--- src/sv/mlp_sigmoid_forward_inference_assert.svh ---
// Assertion helpers for the sigmoid network block.
// Both sample on the rising edge of clk and are off while rst_n is low.
`ifndef MLP_SIGMOID_FORWARD_INFERENCE_ASSERT_SVH
`define MLP_SIGMOID_FORWARD_INFERENCE_ASSERT_SVH

// The consequent holds in the same cycle as the antecedent.
`define MSF_ASSERT_SAME(label, ante, cons) \
  label: assert property (@(posedge clk) disable iff (!rst_n) (ante) |-> (cons)) \
    else $error("msf assertion failed");

// The consequent holds in the cycle after the antecedent.
`define MSF_ASSERT_NEXT(label, ante, cons) \
  label: assert property (@(posedge clk) disable iff (!rst_n) (ante) |=> (cons)) \
    else $error("msf assertion failed");

`endif

--- src/sv/msf_pkg.sv ---
// ----------------------------------------------------------------------------
// msf_pkg
// Shared constants and control types of the sigmoid network block.
// ----------------------------------------------------------------------------
package msf_pkg;

  localparam int MAX_LAYERS_DEF      = 4;
  localparam int MAX_WIDTH_DEF       = 16;
  localparam int SIGMOID_ENTRIES_DEF = 256;

  // Number of layer width registers.
  localparam int NUM_WREGS = 4;
  localparam int ACC_W     = 40;
  localparam int FRAC_BITS = 12;

  // Configuration register indexes.
  localparam logic [2:0] REG_LAYER_COUNT = 3'd0;
  localparam logic [2:0] REG_INPUT_WIDTH = 3'd1;
  localparam logic [2:0] REG_WIDTH_L1    = 3'd2;
  localparam logic [2:0] REG_WIDTH_L2    = 3'd3;
  localparam logic [2:0] REG_WIDTH_L3    = 3'd4;
  localparam logic [2:0] REG_WIDTH_L4    = 3'd5;

  // Request types of an input transaction.
  localparam logic REQ_WEIGHT  = 1'b0;
  localparam logic REQ_ELEMENT = 1'b1;

  // Commands from the controller to the datapath.
  typedef struct packed {
    logic w_we;     // write a weight word
    logic a_we;     // store an input element
    logic issue;    // start one multiply-accumulate
    logic acc_clr;  // clear the accumulator
    logic fin;      // activate the accumulator into the layer buffer
    logic copy;     // move the finished layer into the activation buffer
    logic first;    // reading from the input vector
  } cmd_t;

endpackage

--- src/sv/msf_ctrl.sv ---
// ----------------------------------------------------------------------------
// msf_ctrl
// Sequencer: configuration, transaction acceptance and the layer/neuron loops.
// ----------------------------------------------------------------------------
module msf_ctrl import msf_pkg::*; #(
  parameter int MaxLayers = MAX_LAYERS_DEF,
  parameter int MaxWidth  = MAX_WIDTH_DEF
) (
  input  logic                        clk,
  input  logic                        rst_n,
  input  logic                        cfg_we,
  input  logic [2:0]                  cfg_addr,
  input  logic [4:0]                  cfg_wdata,
  input  logic                        in_valid,
  input  logic                        in_req_type,
  input  logic [1:0]                  in_layer_sel,
  input  logic [3:0]                  in_row_sel,
  input  logic [3:0]                  in_col_sel,
  output logic                        idle,
  input  logic                        out_stall,
  output logic                        out_valid,
  output logic                        out_last,
  input  logic                        pipe_busy,
  output cmd_t                        cmd,
  output logic [1:0]                  layer,
  output logic [$clog2(MaxWidth)-1:0] row,
  output logic [$clog2(MaxWidth)-1:0] col
);

  localparam int IW    = $clog2(MaxWidth);
  localparam int WW    = $clog2(MaxWidth + 1);
  localparam int LCMAX = (MaxLayers < NUM_WREGS) ? MaxLayers : NUM_WREGS;

  typedef enum logic [5:0] {
    S_IDLE   = 6'b000001,
    S_MAC    = 6'b000010,
    S_DRAIN  = 6'b000100,
    S_FINISH = 6'b001000,
    S_COPY   = 6'b010000,
    S_OUT    = 6'b100000
  } state_t;

  state_t        state_r, state_nxt;
  logic [2:0]    lcount_r;
  logic [4:0]    iwidth_r;
  logic [4:0]    lwidth_r [NUM_WREGS];
  logic [1:0]    l_r, l_nxt;
  logic [IW-1:0] j_r, j_nxt, c_r, c_nxt;
  logic [WW-1:0] prev_r, prev_nxt, cur_r, cur_nxt;
  logic [2:0]    lc;
  logic [WW-1:0] iw;
  logic          accept, start;

  function automatic logic [WW-1:0] clamp_w(logic [4:0] w);
    if (w == 5'd0) begin
      return WW'(1);
    end else if (int'(w) > MaxWidth) begin
      return WW'(MaxWidth);
    end else begin
      return WW'(w);
    end
  endfunction

  always_ff @(posedge clk) begin
    if (!rst_n) begin
      lcount_r <= 3'd2;
      iwidth_r <= 5'd16;
      for (int k = 0; k < NUM_WREGS; k++) begin
        lwidth_r[k] <= 5'd16;
      end
    end else if (cfg_we) begin
      unique case (cfg_addr)
        REG_LAYER_COUNT: lcount_r    <= cfg_wdata[2:0];
        REG_INPUT_WIDTH: iwidth_r    <= cfg_wdata;
        REG_WIDTH_L1:    lwidth_r[0] <= cfg_wdata;
        REG_WIDTH_L2:    lwidth_r[1] <= cfg_wdata;
        REG_WIDTH_L3:    lwidth_r[2] <= cfg_wdata;
        REG_WIDTH_L4:    lwidth_r[3] <= cfg_wdata;
        default: ;
      endcase
    end
  end

  always_comb begin
    if (lcount_r == 3'd0) begin
      lc = 3'd1;
    end else if (int'(lcount_r) > LCMAX) begin
      lc = 3'(LCMAX);
    end else begin
      lc = lcount_r;
    end
    iw = clamp_w(iwidth_r);
  end

  assign idle   = (state_r == S_IDLE);
  assign accept = idle && in_valid;
  assign start  = accept && (in_req_type == REQ_ELEMENT) && (int'(in_col_sel) < MaxWidth)
                  && (WW'(in_col_sel) == iw - WW'(1));

  always_comb begin
    state_nxt   = state_r;
    l_nxt       = l_r;
    j_nxt       = j_r;
    c_nxt       = c_r;
    prev_nxt    = prev_r;
    cur_nxt     = cur_r;
    cmd         = '0;
    cmd.first   = (l_r == 2'd0);
    cmd.w_we    = accept && (in_req_type == REQ_WEIGHT) && (int'(in_layer_sel) < MaxLayers)
                  && (int'(in_row_sel) < MaxWidth) && (int'(in_col_sel) < MaxWidth);
    cmd.a_we    = accept && (in_req_type == REQ_ELEMENT) && (int'(in_col_sel) < MaxWidth);
    unique case (state_r)
      S_IDLE: begin
        if (start) begin
          l_nxt       = 2'd0;
          j_nxt       = '0;
          c_nxt       = '0;
          prev_nxt    = iw;
          cur_nxt     = clamp_w(lwidth_r[0]);
          cmd.acc_clr = 1'b1;
          state_nxt   = S_MAC;
        end
      end
      S_MAC: begin
        cmd.issue = 1'b1;
        if (WW'(c_r) == prev_r - WW'(1)) begin
          state_nxt = S_DRAIN;
        end else begin
          c_nxt = c_r + IW'(1);
        end
      end
      S_DRAIN: begin
        if (!pipe_busy) begin
          state_nxt = S_FINISH;
        end
      end
      S_FINISH: begin
        cmd.fin = 1'b1;
        if (WW'(j_r) == cur_r - WW'(1)) begin
          state_nxt = S_COPY;
        end else begin
          j_nxt       = j_r + IW'(1);
          c_nxt       = '0;
          cmd.acc_clr = 1'b1;
          state_nxt   = S_MAC;
        end
      end
      S_COPY: begin
        cmd.copy = 1'b1;
        j_nxt    = '0;
        c_nxt    = '0;
        if (3'(l_r) == lc - 3'd1) begin
          state_nxt = S_OUT;
        end else begin
          l_nxt       = l_r + 2'd1;
          prev_nxt    = cur_r;
          cur_nxt     = clamp_w(lwidth_r[l_r + 2'd1]);
          cmd.acc_clr = 1'b1;
          state_nxt   = S_MAC;
        end
      end
      S_OUT: begin
        if (!out_stall) begin
          if (WW'(j_r) == cur_r - WW'(1)) begin
            state_nxt = S_IDLE;
          end else begin
            j_nxt = j_r + IW'(1);
          end
        end
      end
      default: state_nxt = S_IDLE;
    endcase
  end

  always_ff @(posedge clk) begin
    if (!rst_n) begin
      state_r <= S_IDLE;
      l_r     <= 2'd0;
      j_r     <= '0;
      c_r     <= '0;
      prev_r  <= WW'(1);
      cur_r   <= WW'(1);
    end else begin
      state_r <= state_nxt;
      l_r     <= l_nxt;
      j_r     <= j_nxt;
      c_r     <= c_nxt;
      prev_r  <= prev_nxt;
      cur_r   <= cur_nxt;
    end
  end

  assign out_valid = (state_r == S_OUT);
  assign out_last  = (WW'(j_r) == cur_r - WW'(1));
  assign layer     = l_r;
  assign row       = j_r;
  assign col       = c_r;

endmodule

--- config.mk ---
export PLATFORM = sky130hd
export DESIGN_NAME = msf_ctrl
export DESIGN_NICKNAME = d
export VERILOG_FILES = /design/src/sv/mlp_sigmoid_forward_inference_assert.svh /design/src/sv/msf_pkg.sv /design/src/sv/msf_ctrl.sv
export SDC_FILE = /design/constraint.sdc
export NUM_CORES = 1
export LEC_CHECK = 0
export BUFFER_PORTS_ARGS = -buffer_cell sky130_fd_sc_hd__buf_4
export CORE_UTILIZATION = 55
export CTS_CLUSTER_SIZE = 20
export DETAILED_ROUTE_END_ITERATION = 8
export PLACE_DENSITY = 0.77
export SYNTH_ARGS = -nofsm -noshare
export SYNTH_HDL_FRONTEND = slang
export SYNTH_SLANG_ARGS = --single-unit
--- constraint.sdc ---
create_clock -name clk -period 3.1 [get_ports clk]
set_input_delay 0.465 -clock clk [delete_from_list [all_inputs] [get_ports clk]]
set_output_delay 0.465 -clock clk [all_outputs]
set_load 0.01 [all_outputs]
### Word-level counts from Yosys, hierarchy flattened

Memory sizes are Yosys's and may differ from the RTL's.
Cells that the tools add are included.

| cells by class | value |
|---|---|
| $add $sub $neg | 7 |
| $lt $le $gt $ge | 4 |
| equal/unequal tests | 23 |
| mux-type cells | 60 |
| bitwise gates (word level) | 5 |
| reduce and logical (&&, ||, !) cells | 19 |

Operators with widths:

| operator | count |
|---|---|
| 2-to-1 mux 5 bit | 15 |
| 2-to-1 mux 6 bit | 6 |
| one-hot mux 6 bit (6 select lines) | 1 |
| one-hot mux 4 bit (4 select lines) | 2 |
| 2-to-1 mux 1 bit | 23 |
| 2-to-1 mux 4 bit | 5 |
| one-hot mux 5 bit (2 select lines) | 2 |
| == test 4 x 5 -> 1 bit | 3 |
| > comparator 5 bit, second input constant | 3 |
| zero test 5 bit | 3 |
| subtractor 5 x 1 -> 5 bit, second input constant | 3 |
| inequality test 2 bit, second input constant | 6 |
| adder 4 x 1 -> 4 bit, second input constant | 2 |
| nonzero test 4 bit | 2 |
| == test 3 x 2 -> 1 bit, second input constant | 2 |
| == test 3 bit, second input constant | 2 |
| == test 6 x 1 -> 1 bit, second input constant | 1 |
| == test 6 x 2 -> 1 bit, second input constant | 1 |
| == test 6 x 3 -> 1 bit, second input constant | 1 |
| == test 6 x 4 -> 1 bit, second input constant | 1 |
| == test 6 x 5 -> 1 bit, second input constant | 1 |
| == test 6 bit, second input constant | 1 |
| zero test 3 bit | 2 |
| 2-to-1 mux 3 bit | 2 |
| 18 further kinds | 28 |

| storage, ports and cells | value |
|---|---|
| register bits after elaboration | 34 |
| RAM bits | 20 |
| input bits | 25 |
| output and inout port bits | 20 |
| logic and storage cells | 127 |
| memories | 1 |

Memory list:

| name | words | width | read ports | clocked after memory_dff | write ports | RTL line | RTL |
|---|---|---|---|---|---|---|---|
| lwidth_r | 4 | 5 | 2 | 0 | 4 | msf_ctrl.sv:46 | `logic [4:0] lwidth_r [NUM_WREGS];` |

### Logic depth before layout (Yosys ltp)

Gate-level depths: netlist (run 1).

| logic depth | value |
|---|---|
| word-level depth | 8 |
| gate-level depth with buffers | 11 |
| mapped depth without buffers | 9 |

### Least setup slack after synthesis (run 1)

Ideal clock, no wire load.

| path | value |
|---|---|
| path type | register -> register |
| from | register iwidth_r[4] |
| to | register prev_r[1] |
| setup time | 0.144 ns |
| arrival time | 2.220 ns |
| data required time | 2.956 ns |
| setup slack | 0.736 ns |
| cell stages (with the launch flop) | 11 |
| buffers on the path | 1 |
| period minus slack after synthesis | 2.364 ns |
| cells stage by stage | dfxtp_1 > buf_2 > nor4_2 > nor2_1 > ha_1 > xnor2_1 > nor3_1 > o2111ai_1 > o21a_1 > nor2_4 > a311oi_2 |

| on the way | value |
|---|---|
| cells in the longest elaborated chain, start to end | 8 |
| elaborated cells between the ends (all ways) | 11 |
| those cells by class | add/sub (1); order compare (1); eq/ne (2); mux (4); reduce/logical (3) |

RTL lines:

| item | RTL line | RTL |
|---|---|---|
| start, declared | msf_ctrl.sv:45 | `logic [4:0] iwidth_r;` |
| start signal, assigned | msf_ctrl.sv:74 | `REG_INPUT_WIDTH: iwidth_r <= cfg_wdata;` |
| > comparator 5 bit | msf_ctrl.sv:57 | `end else if (int'(w) > MaxWidth) begin` |
| 2-to-1 mux 5 bit | msf_ctrl.sv:57 |  |
| 2-to-1 mux 5 bit * | msf_ctrl.sv:55 | `if (w == 5'd0) begin` |
| subtractor 5 x 1 -> 5 bit | msf_ctrl.sv:98 | `&& (WW'(in_col_sel) == iw - WW'(1));` |
| == test 4 x 5 -> 1 bit | msf_ctrl.sv:98 |  |
| logical AND 1 bit | msf_ctrl.sv:98 |  |
| inequality test 2 x 1 -> 1 bit (no line) | n/a |  |
| AND reduction 3 bit (no line) | n/a |  |
| end signal, assigned | msf_ctrl.sv:188 | `prev_r <= prev_nxt;` |
| end, declared | msf_ctrl.sv:49 | `logic [WW-1:0] prev_r, prev_nxt, cur_r, cur_nxt;` |

Mark *: on every way between the ends. The rest lies on a longest branch, timed or not. The select of a mux whose other input is x is not followed.
A chain may end at the register's enable or synchronous reset.

==> flow_summary.json, run 1 <==
{
  "finalSetupViolations": 0,
  "holdPathStages": 3,
  "fin_nets": 401,
  "cp_max_fo": 4,
  "drtIter0Drc": 150,
  "async_reset_ff_share_pct": 0,
  "power_density_nw_per_um2": 395,
  "cts_sinks": 54,
  "syn_to_final_growth_pct": 13.7,
  "criticalPathCategory": "reg2out",
  "row_count": 27,
  "overflow": 0,
  "die_width_um": 78.6,
  "ys_seq_elements": 54,
  "cts.clk_slew.worst_paths_ns": 0.10,
  "clockRootBuffer": "clkbuf_8",
  "post-route-drc-count": 0,
  "htree_levels": 2,
  "finalPower_w": 0.00145,
  "synth_area_sq_um": 3220,
  "fmax_ghz": 0.347,
  "ys_seq_area_share_pct": 39.8,
  "crit_chain": "nor4_4 -> nor2_1 -> ha_1 -> xnor2_1 -> nor3_1 -> o2111ai_1 -> nor2_1 -> nand3b_1 -> buf_4",
  "path_buf_inv": 1,
  "timing.rr.start": "iwidth_r[1]$_SDFFE_PN0P_",
  "worstHoldStart": "cfg_wdata[4]",
  "tns_ns": 0,
  "cp_common_cell": "nor2_1",
  "antenna_found_initial": 0,
  "worst_hold_slack_ns": 0.417,
  "fp.dieH_um": 78.6,
  "critical-path-max-stage-delay_ns": 0.37,
  "layout_common_cells": "41 x buf_4, 33 x dfxtp_1, 30 x nor2_1",
  "vias_per_cell": 5.89,
  "wl_per_cell_um": 15.7,
  "grt_pass1_wl_mm": 11.5,
  "ir_drop_mv": 0.300,
  "layout_commonest_cell": "buf_4",
  "rsz0062_at_grt": "no",
  "worstRegToRegCells": 9,
  "syn_nets": 368,
  "regToRegSetupSlack_ns": 0.44,
  "end_kind": "primary output",
  "post_cts_buffers": 0,
  "grt_usage_pct": 23.8,
  "cpMaxStageDelayCell": "dfxtp_1",
  "start_kind": "flip-flop",
  "required_ns": 2.63,
  "ant_nets": 0,
  "port_buffers": 38,
  "finalCritPeriodShare_pct": 92.9,
  "yosysWarnings": 0,
  "min_to": "iwidth_r[4]$_SDFFE_PN1P_",
  "fp.dieArea_sq_um": 6170,
  "max_cap_viol_count": 0,
  "io_pins": 45,
  "clk_latency_ns": 0.31,
  "synth.avg_cell_area_sq_um": 9.59,
  "status": "finished clean",
  "final_layout_size_suffix_gt1_share_pct": 21.4,
  "synth-edff-count": 20,
  "core_sq_um": 5570,
  "dp_slack_ns": 0.412,
  "clockBufferDepth": 2,
  "maxSlewViolCount": 0,
  "yosys_most_used_dff": "dfxtp_1",
  "grt_max_degree": 25,
  "hp-class": "in2reg",
  "min_period_ns": 2.88,
  "num_vias": 2604,
  "reg2reg_to": "col[3]$_SDFFE_PN0P_",
  "max-slew-margin-rel_pct": 41.4,
  "skew_ns": 0.0140,
  "worst_pin_slew_ns": 0.866,
  "gp_congestion": 0.884,
  "dp_hpwl_mm": 5.21,
  "cts_tree": "yes",
  "n_fill_cell": 446,
  "numCtsBuffers": 5,
  "hold_viol_final": 0,
  "drt-total-wl_mm": 6.93,
  "initial_core_util_pct": 57.8,
  "postSynthCellCount": 336,
  "first_pass_iters": 4,
  "yosysUniqueCellTypes": 58,
  "critPathArrivalTime_ns": 2.42,
  "antenna_cells": 0,
  "leakage_nw": 1.33,
  "final.setup.worst_slack_ns": 0.219,
  "grt_pass1_vias": 2436,
  "crit_family": "simple AND/OR/NAND/NOR gates",
  "final_core_util_pct": 65.7
}
worst reg2reg max path: cells and delay by family (launching register included):
family / cells / cell delay, ns
AO/OA/AOI/OAI: 3 / 0.71
XOR/XNOR: 1 / 0.13
adder cells (fa/ha/maj): 1 / 0.31
flip-flops: 1 / 0.37
AND/OR/NAND/NOR: 4 / 1.03
cell usage after synthesis, types with 2 or more instances:
library cell	n	area, sq um
or3_1	6	37.5
o22ai_1	4	25.0
inv_1	13	48.8
buf_6	2	22.5
nor3b_1	5	37.5
nor2_1	30	113
mux4_2	5	113
xnor2_1	11	96.3
o21a_1	4	30.0
a21oi_1	22	110
nand3_1	7	35.0
nor3_2	2	20.0
o21ai_0	8	40.0
mux2i_1	7	70.1
o2111ai_1	2	17.5
buf_2	7	35.0
nor4b_1	4	35.0
nand4b_1	2	17.5
and4_1	2	17.5
xor2_1	8	70.1
o211ai_1	2	15.0
a211oi_1	2	15.0
dfxtp_1	34	681
nor3_1	11	55.1
edfxtp_1	20	601
ha_1	7	87.6
and2_1	20	125
nor4_1	2	12.5
a311oi_2	4	60.1
nor2b_1	7	43.8
o21ai_1	5	25.0
clkbuf_1	5	18.8
nand3b_1	5	37.5
nand2b_1	9	56.3
a211oi_2	5	62.6
nand2_1	25	93.8
layer usage:
layer	GRT usage [%]	up-vias	routed length (um)
li1	-	1285	-
met1	32.3	1243	3320
met2	39.7	69	3250
met3	3.84	7	289
met4	5.37	0	68
met5	0	-	0
area by class of cell:
cell class,count,area [sq um],share of cell area (%)
clock buffers,5,68.8,1.88
clock inverters,3,47.5,1.30
inverters,14,52.6,1.43
multi-input cells,253,1810,49.5
flip-flops and latches,54,1280,35.0
well taps,72,90.1,2.46
repair buffers,41,308,8.40
worst max path at each step:
stage | from | end | slack, ns | cells past startpoint
CTS | iwidth_r[4]$_SDFFE_PN1P_ | cmd[3] | 0.16 | 9
floorplan | iwidth_r[4]$_SDFFE_PN1P_ | prev_r[1]$_SDFFE_PN0P_ | 0.74 | 10
global placement | iwidth_r[4]$_SDFFE_PN1P_ | prev_r[4]$_SDFFE_PN0P_ | 0.47 | 9
finish | iwidth_r[1]$_SDFFE_PN0P_ | cmd[3] | 0.22 | 9
global route | iwidth_r[1]$_SDFFE_PN0P_ | cmd[3] | 0.08 | 9
detailed placement | iwidth_r[4]$_SDFFE_PN1P_ | prev_r[2]$_SDFFE_PN0P_ | 0.41 | 9
stage by stage:
step                instance area [sq um]  instances
finish                               3660        442
floorplan                            3220        336
global route                         3660        442
detailed placement                   3540        434
CTS                                  3650        442
global placement                     3540        434
state kept, by name (all words and copies together) (netlist names):
name	count
lwidth_r	20
state_r	6
cur_r	5
iwidth_r	5
prev_r	5
col	4
row	4
lcount_r	3
layer	2
kinds of logic after synthesis:
| kind of cell | count (synthesis) | share of synthesized area (%) |
|---|---|---|
| flops | 54 | 39.8 |
| xor+xnor | 19 | 5.16 |
| simple gates | 148 | 26.5 |
| compound gates | 67 | 16.0 |
| buf+inv | 29 | 4.23 |
| mux | 12 | 5.67 |
| fa+ha+maj | 7 | 2.72 |
report_power, final:
| group | internal [W] | leakage (nW) | switching, W |
|---|---|---|---|
| sequential | 0.000761 | 0.469 | 0.0000207 |
| clock | 0.000245 | 0.0587 | 0.000244 |
| combinational | 0.0000799 | 0.802 | 0.0000959 |
| total | 0.00109 | 1.33 | 0.000361 |
what timing repair did:
action / in CTS / in global routing
endpoints found under the setup margin: 0 / 1
hold buffers: 0 / 0
hold endpoints to repair: 0 / 0
resized for setup: 0 / 2
Power figures use the tool's default switching activity.
==> run 2, diff against run 1 <==
--- a/config.mk
+++ b/config.mk
@@ -6,10 +6,12 @@
 export NUM_CORES = 1
 export LEC_CHECK = 0
 export BUFFER_PORTS_ARGS = -buffer_cell sky130_fd_sc_hd__buf_4
-export CORE_UTILIZATION = 55
+export CELL_PAD_IN_SITES_DETAIL_PLACEMENT = 1
+export CELL_PAD_IN_SITES_GLOBAL_PLACEMENT = 1
+export CORE_UTILIZATION = 44
 export CTS_CLUSTER_SIZE = 20
 export DETAILED_ROUTE_END_ITERATION = 8
-export PLACE_DENSITY = 0.77
+export PLACE_DENSITY_LB_ADDON = 0.08
 export SYNTH_ARGS = -nofsm -noshare
 export SYNTH_HDL_FRONTEND = slang
 export SYNTH_SLANG_ARGS = --single-unit
==> run 2 against run 1 <==
Against the previous run:
- via count decreased by 0.61%
- setup slack improved by 0.038 ns
- critical path depth unchanged
- flip-flop and latch count unchanged
- final cell count increased by 5.2%
- sequential share of layout area decreased by 0.11 points
- worst hold slack got worse by 0.0068 ns
- largest power group unchanged
- core utilization decreased by 13 points
- highest routed layer unchanged
- wire length increased by 15%
==> flow_summary.json, run 2 (synthesis results as in run 1) <==
{
  "status": "finished clean",
  "core_sq_um": 6940,
  "crit_family": "simple AND/OR/NAND/NOR gates",
  "worstHoldStart": "cfg_wdata[4]",
  "drtIter0Drc": 149,
  "n_fill_cell": 810,
  "ant_nets": 0,
  "fp.dieArea_sq_um": 7670,
  "fin_nets": 400,
  "grt_pass1_vias": 2586,
  "die_width_um": 87.6,
  "first_pass_iters": 5,
  "wl_met2_mm": 3.79,
  "fp.dieH_um": 87.6,
  "io_pins": 45,
  "clockBufferDepth": 2,
  "rsz0062_at_grt": "no",
  "critical-path-max-stage-delay_ns": 0.39,
  "start_kind": "flip-flop",
  "fmax_ghz": 0.352,
  "leakage_nw": 1.31,
  "end_kind": "primary output",
  "grt_usage_pct": 22.6,
  "dr_wl_met3_um": 201,
  "htree_levels": 2,
  "overflow": 0,
  "dp_hpwl_mm": 6.11,
  "cpMaxStageDelayCell": "dfxtp_1",
  "hold_viol_final": 0,
  "drt-total-wl_mm": 7.98,
  "final_layout_size_suffix_gt1_share_pct": 21.7,
  "numCtsBuffers": 5,
  "gp_congestion": 0.830,
  "vias_per_cell": 5.57,
  "met1_length_mm": 3.90,
  "dp_slack_ns": 0.368,
  "ir_drop_mv": 0.158,
  "startpoint": "iwidth_r[2]$_SDFFE_PN0P_",
  "largest_reg_flops": 20,
  "initial_core_util_pct": 46.4,
  "cp_common_cell": "nor2_1",
  "num_vias": 2588,
  "grt_pass1_wl_mm": 13.2,
  "port_buffers": 38,
  "grt_max_degree": 25,
  "cts_sinks": 54,
  "clk_latency_ns": 0.32,
  "critPathArrivalTime_ns": 2.38,
  "timing.rr.start": "iwidth_r[2]$_SDFFE_PN0P_",
  "multiInputGateArea_sq_um": 1830,
  "tns_ns": 0,
  "finalCritPeriodShare_pct": 91.7,
  "wl_per_cell_um": 17.2,
  "max_cap_viol_count": 0,
  "hp-class": "in2reg",
  "final_core_util_pct": 52.9,
  "required_ns": 2.63,
  "skew_ns": 0.00715,
  "highest_layer": "met4",
  "min_period_ns": 2.84,
  "cts_tree": "yes",
  "layout_commonest_cell": "buf_4",
  "path_buf_inv": 1,
  "cts.clk_slew.worst_paths_ns": 0.10,
  "layout_common_cells": "40 x buf_4, 33 x dfxtp_1, 30 x nor2_1",
  "reg_top3": "lwidth_r x20, state_r x6",
  "power_density_nw_per_um2": 378,
  "finalSetupViolations": 0,
  "post_cts_buffers": 0,
  "top_register": "lwidth_r",
  "postCtsResizedCells": 0,
  "seqCellArea_sq_um": 1280,
  "ctsHoldBuffers": 0,
  "worst_pin_slew_ns": 0.922,
  "final.setup.worst_slack_ns": 0.256,
  "post-route-drc-count": 0,
  "max-slew-margin-rel_pct": 38.5,
  "syn_to_final_growth_pct": 14.0,
  "maxSlewViolCount": 0,
  "cp_max_fo": 5,
  "row_count": 30,
  "criticalPathCategory": "reg2out",
  "crit_chain": "nor4_4 -> nor2_1 -> ha_1 -> xnor2_1 -> nor3_2 -> o2111ai_2 -> nor2_1 -> nand3b_1 -> buf_4",
  "antenna_found_initial": 0,
  "clockRootBuffer": "clkbuf_8",
  "antenna_cells": 0
}
run 2: worst reg2reg max path: cells and delay by family (launching register included):
kind / cells / cell delay [ns]
compound gates: 3 / 0.65
xor+xnor: 1 / 0.15
flops: 1 / 0.39
simple gates: 4 / 1.01
fa+ha+maj: 1 / 0.31
run 2: metal layers:
| layer | vias up | track usage [%] |
|---|---|---|
| met5 | - | 0 |
| met4 | 0 | 6.41 |
| met3 | 9 | 4.15 |
| met2 | 34 | 37.6 |
| met1 | 1271 | 30.2 |
| li1 | 1274 | - |
run 2: final cells by class:
cell class | instances | area share [%]
multi-input cells | 253 | 49.7
flip-flops and latches | 54 | 34.9
repair buffers | 40 | 8.17
well taps | 96 | 3.27
clock buffers | 5 | 1.87
inverters | 14 | 1.43
clock inverters | 3 | 0.681
run 2: where the power goes:
group | leakage (nW) | switching (W) | total [W] | internal (W)
clock network | 0.0447 | 0.000262 | 0.000426 | 0.000164
registers | 0.469 | 0.0000210 | 0.000782 | 0.000761
logic | 0.798 | 0.000100 | 0.000180 | 0.0000797
run 2: per-stage QoR:
| stage | area, sq um | hold slack (ns) | std cells | total power, W |
|---|---|---|---|---|
| 4_1_cts | 3650 | 0.403 | 465 | 0.00139 |
| 5_1_grt | 3670 | 0.407 | 465 | 0.00144 |
| 6_report | 3670 | 0.410 | 465 | 0.00139 |
| 3_5_place_dp | 3560 | 0.473 | 457 | 0.000977 |
| 3_3_place_gp | 3560 | 0.461 | 457 | 0.000970 |
| 2_1_floorplan | 3220 | 0.451 | 336 | 0.000908 |
run 2: worst paths after layout:
path                                    to  slack, ns  depth (start not counted)
setup / recovery                    cmd[3]       0.26                          9
hold / removal    iwidth_r[4]$_SDFFE_PN1P_       0.41                          3
setup reg to reg    prev_r[3]$_SDFFE_PN0P_       0.46                          9
hold reg to reg   lcount_r[0]$_SDFFE_PN0P_       0.48                          2
==> run 3, diff against run 2 <==
--- a/config.mk
+++ b/config.mk
@@ -8,7 +8,7 @@
 export BUFFER_PORTS_ARGS = -buffer_cell sky130_fd_sc_hd__buf_4
 export CELL_PAD_IN_SITES_DETAIL_PLACEMENT = 1
 export CELL_PAD_IN_SITES_GLOBAL_PLACEMENT = 1
-export CORE_UTILIZATION = 44
+export CORE_UTILIZATION = 48
 export CTS_CLUSTER_SIZE = 20
 export DETAILED_ROUTE_END_ITERATION = 8
 export PLACE_DENSITY_LB_ADDON = 0.08
==> constraint.sdc (replaced) <==
create_clock -name clk -period 3.39 [get_ports clk]
set_input_delay 0.5085 -clock clk [delete_from_list [all_inputs] [get_ports clk]]
set_output_delay 0.5085 -clock clk [all_outputs]
set_load 0.01 [all_outputs]
==> run 3 against run 2 <==
Against the previous run:
- core utilization is 3.9 points higher
- flip-flop and latch count unchanged
- highest routed layer unchanged
- critical path depth unchanged
- clock skew up 0.0013 ns
==> flow_summary.json, run 3 (synthesis results as in run 1) <==
{
  "finalCritPeriodShare_pct": 87.4,
  "grt_pass1_wl_mm": 13.9,
  "ctsHoldBuffers": 0,
  "fp.dieArea_sq_um": 7050,
  "final.setup.worst_slack_ns": 0.428,
  "tns_ns": 0,
  "fmax_ghz": 0.338,
  "cp_max_fo": 10,
  "startpoint": "iwidth_r[4]$_SDFFE_PN1P_",
  "critical-path-max-stage-delay_ns": 0.42,
  "cts_tree": "yes",
  "htree_levels": 2,
  "largest_reg_flops": 20,
  "instances_no_fill": 446,
  "cts.clk_slew.worst_paths_ns": 0.10,
  "syn_to_final_growth_pct": 13.3,
  "antenna_cells": 0,
  "ant_nets": 0,
  "port_buffers": 38,
  "finalSetupViolations": 0,
  "gp_congestion": 0.840,
  "start_kind": "flip-flop",
  "layout_common_cells": "40 x buf_4, 34 x dfxtp_1, 30 x nor2_1",
  "max-slew-margin-rel_pct": 38.0,
  "grt_usage_pct": 24.9,
  "post_cts_buffers": 0,
  "worstRegToRegCells": 9,
  "hp-class": "in2reg",
  "status": "finished clean",
  "reg2reg_to": "prev_r[1]$_SDFFE_PN0P_",
  "required_ns": 2.88,
  "max_cap_viol_count": 0,
  "drtIter0Drc": 122,
  "end_kind": "primary output",
  "clk_latency_ns": 0.31,
  "io_pins": 45,
  "path_buf_inv": 1,
  "hold_viol_final": 0,
  "critical_path_depth": 9,
  "regToRegSetupSlack_ns": 0.67,
  "rsz0062_at_grt": "no",
  "cts_sinks": 54,
  "crit_chain": "nor4_2 -> nor2_1 -> ha_1 -> xnor2_1 -> nor3_1 -> o2111ai_1 -> nor2_1 -> nand3b_1 -> buf_4",
  "skew_ns": 0.00845,
  "clockRootBuffer": "clkbuf_8",
  "grt_max_degree": 25,
  "fin_nets": 400,
  "postCtsResizedCells": 0,
  "core_sq_um": 6420,
  "grt_pass1_vias": 2754,
  "place_inst": 438,
  "fp.dieH_um": 83.9,
  "criticalPathCategory": "reg2out",
  "min_period_ns": 2.96,
  "worst_hold_slack_ns": 0.457,
  "row_count": 29,
  "cp-endpoint": "cmd[3]",
  "critPathArrivalTime_ns": 2.45,
  "dp_slack_ns": 0.718,
  "top_register": "lwidth_r",
  "finalPower_w": 0.00133,
  "power_density_nw_per_um2": 364,
  "worst_pin_slew_ns": 0.928,
  "dp_hpwl_mm": 6.20,
  "final_layout_size_suffix_gt1_share_pct": 20.9,
  "numCtsBuffers": 5,
  "crit_family": "simple AND/OR/NAND/NOR gates",
  "vias_per_cell": 5.89,
  "drt-total-wl_mm": 8.18,
  "leakage_nw": 1.32,
  "timing.rr.start": "iwidth_r[4]$_SDFFE_PN1P_",
  "first_pass_iters": 4,
  "overflow": 0,
  "ir_drop_mv": 0.174,
  "reg_top3": "lwidth_r x20, state_r x6",
  "post-route-drc-count": 0,
  "die_width_um": 83.9,
  "num_vias": 2627,
  "wl_per_cell_um": 18.3,
  "layout_commonest_cell": "buf_4",
  "antenna_found_initial": 0,
  "cpMaxStageDelayCell": "dfxtp_1",
  "maxSlewViolCount": 0,
  "clockBufferDepth": 2,
  "initial_core_util_pct": 50.2,
  "cp_common_cell": "nor2_1"
}
-- run 3: worst min-delay path by stage --
stage | start | endpoint | slack (ns) | depth (start not counted)
CTS | cfg_wdata[4] | iwidth_r[4]$_SDFFE_PN1P_ | 0.46 | 3
finish | cfg_wdata[4] | iwidth_r[4]$_SDFFE_PN1P_ | 0.46 | 3
floorplan | lcount_r[0]$_SDFFE_PN0P_ | lcount_r[0]$_SDFFE_PN0P_ | 0.45 | 2
global placement | lcount_r[0]$_SDFFE_PN0P_ | lcount_r[0]$_SDFFE_PN0P_ | 0.46 | 2
global route | cfg_wdata[4] | iwidth_r[4]$_SDFFE_PN1P_ | 0.46 | 3
detailed placement | lcount_r[0]$_SDFFE_PN0P_ | lcount_r[0]$_SDFFE_PN0P_ | 0.47 | 2
-- run 3: where the power goes --
group          leakage, nW  switching (W)  total (W)  internal [W]
Combinational        0.797      0.0000943   0.000167     0.0000723
Clock               0.0587       0.000224   0.000448      0.000224
Sequential           0.469      0.0000199   0.000716      0.000696
-- run 3: layer usage --
metal / wire [um] / vias to the layer above / global-route usage (%) / share of wire, %
li1: - / 1277 / - / -
met4: 78 / 0 / 5.49 / 0.95
met2: 4080 / 43 / 42.8 / 50
met1: 3800 / 1301 / 32.9 / 46
met5: 0 / - / 0 / 0
met3: 218 / 6 / 3.76 / 2.7
-- run 3: worst reg2reg max path, stage by stage, from the launching register on --
cell and delay (ns):
dfxtp_1 0.42, nor4_2 0.35, nor2_1 0.13, ha_1 0.31, xnor2_1 0.13, nor3_1 0.19, o2111ai_1 0.20, o21a_1 0.35
nor2_4 0.35, a311oi_2 0.15
-- run 3: cell type report --
cell class | count | area (sq um)
fillers | 750 | 2770
repair buffers | 40 | 300
clock buffers | 5 | 68.8
inverters | 14 | 52.6
well taps | 77 | 96.3
clock inverters | 3 | 47.5
multi-input cells | 253 | 1810
flip-flops and latches | 54 | 1280
-- run 3: per-stage QoR --
stage	utilization [%]	instance area (sq um)
4_1_cts	56.9	3650
6_report	56.9	3650
3_3_place_gp	55.1	3540
5_1_grt	56.9	3650
3_5_place_dp	55.1	3540
2_1_floorplan	-	3220
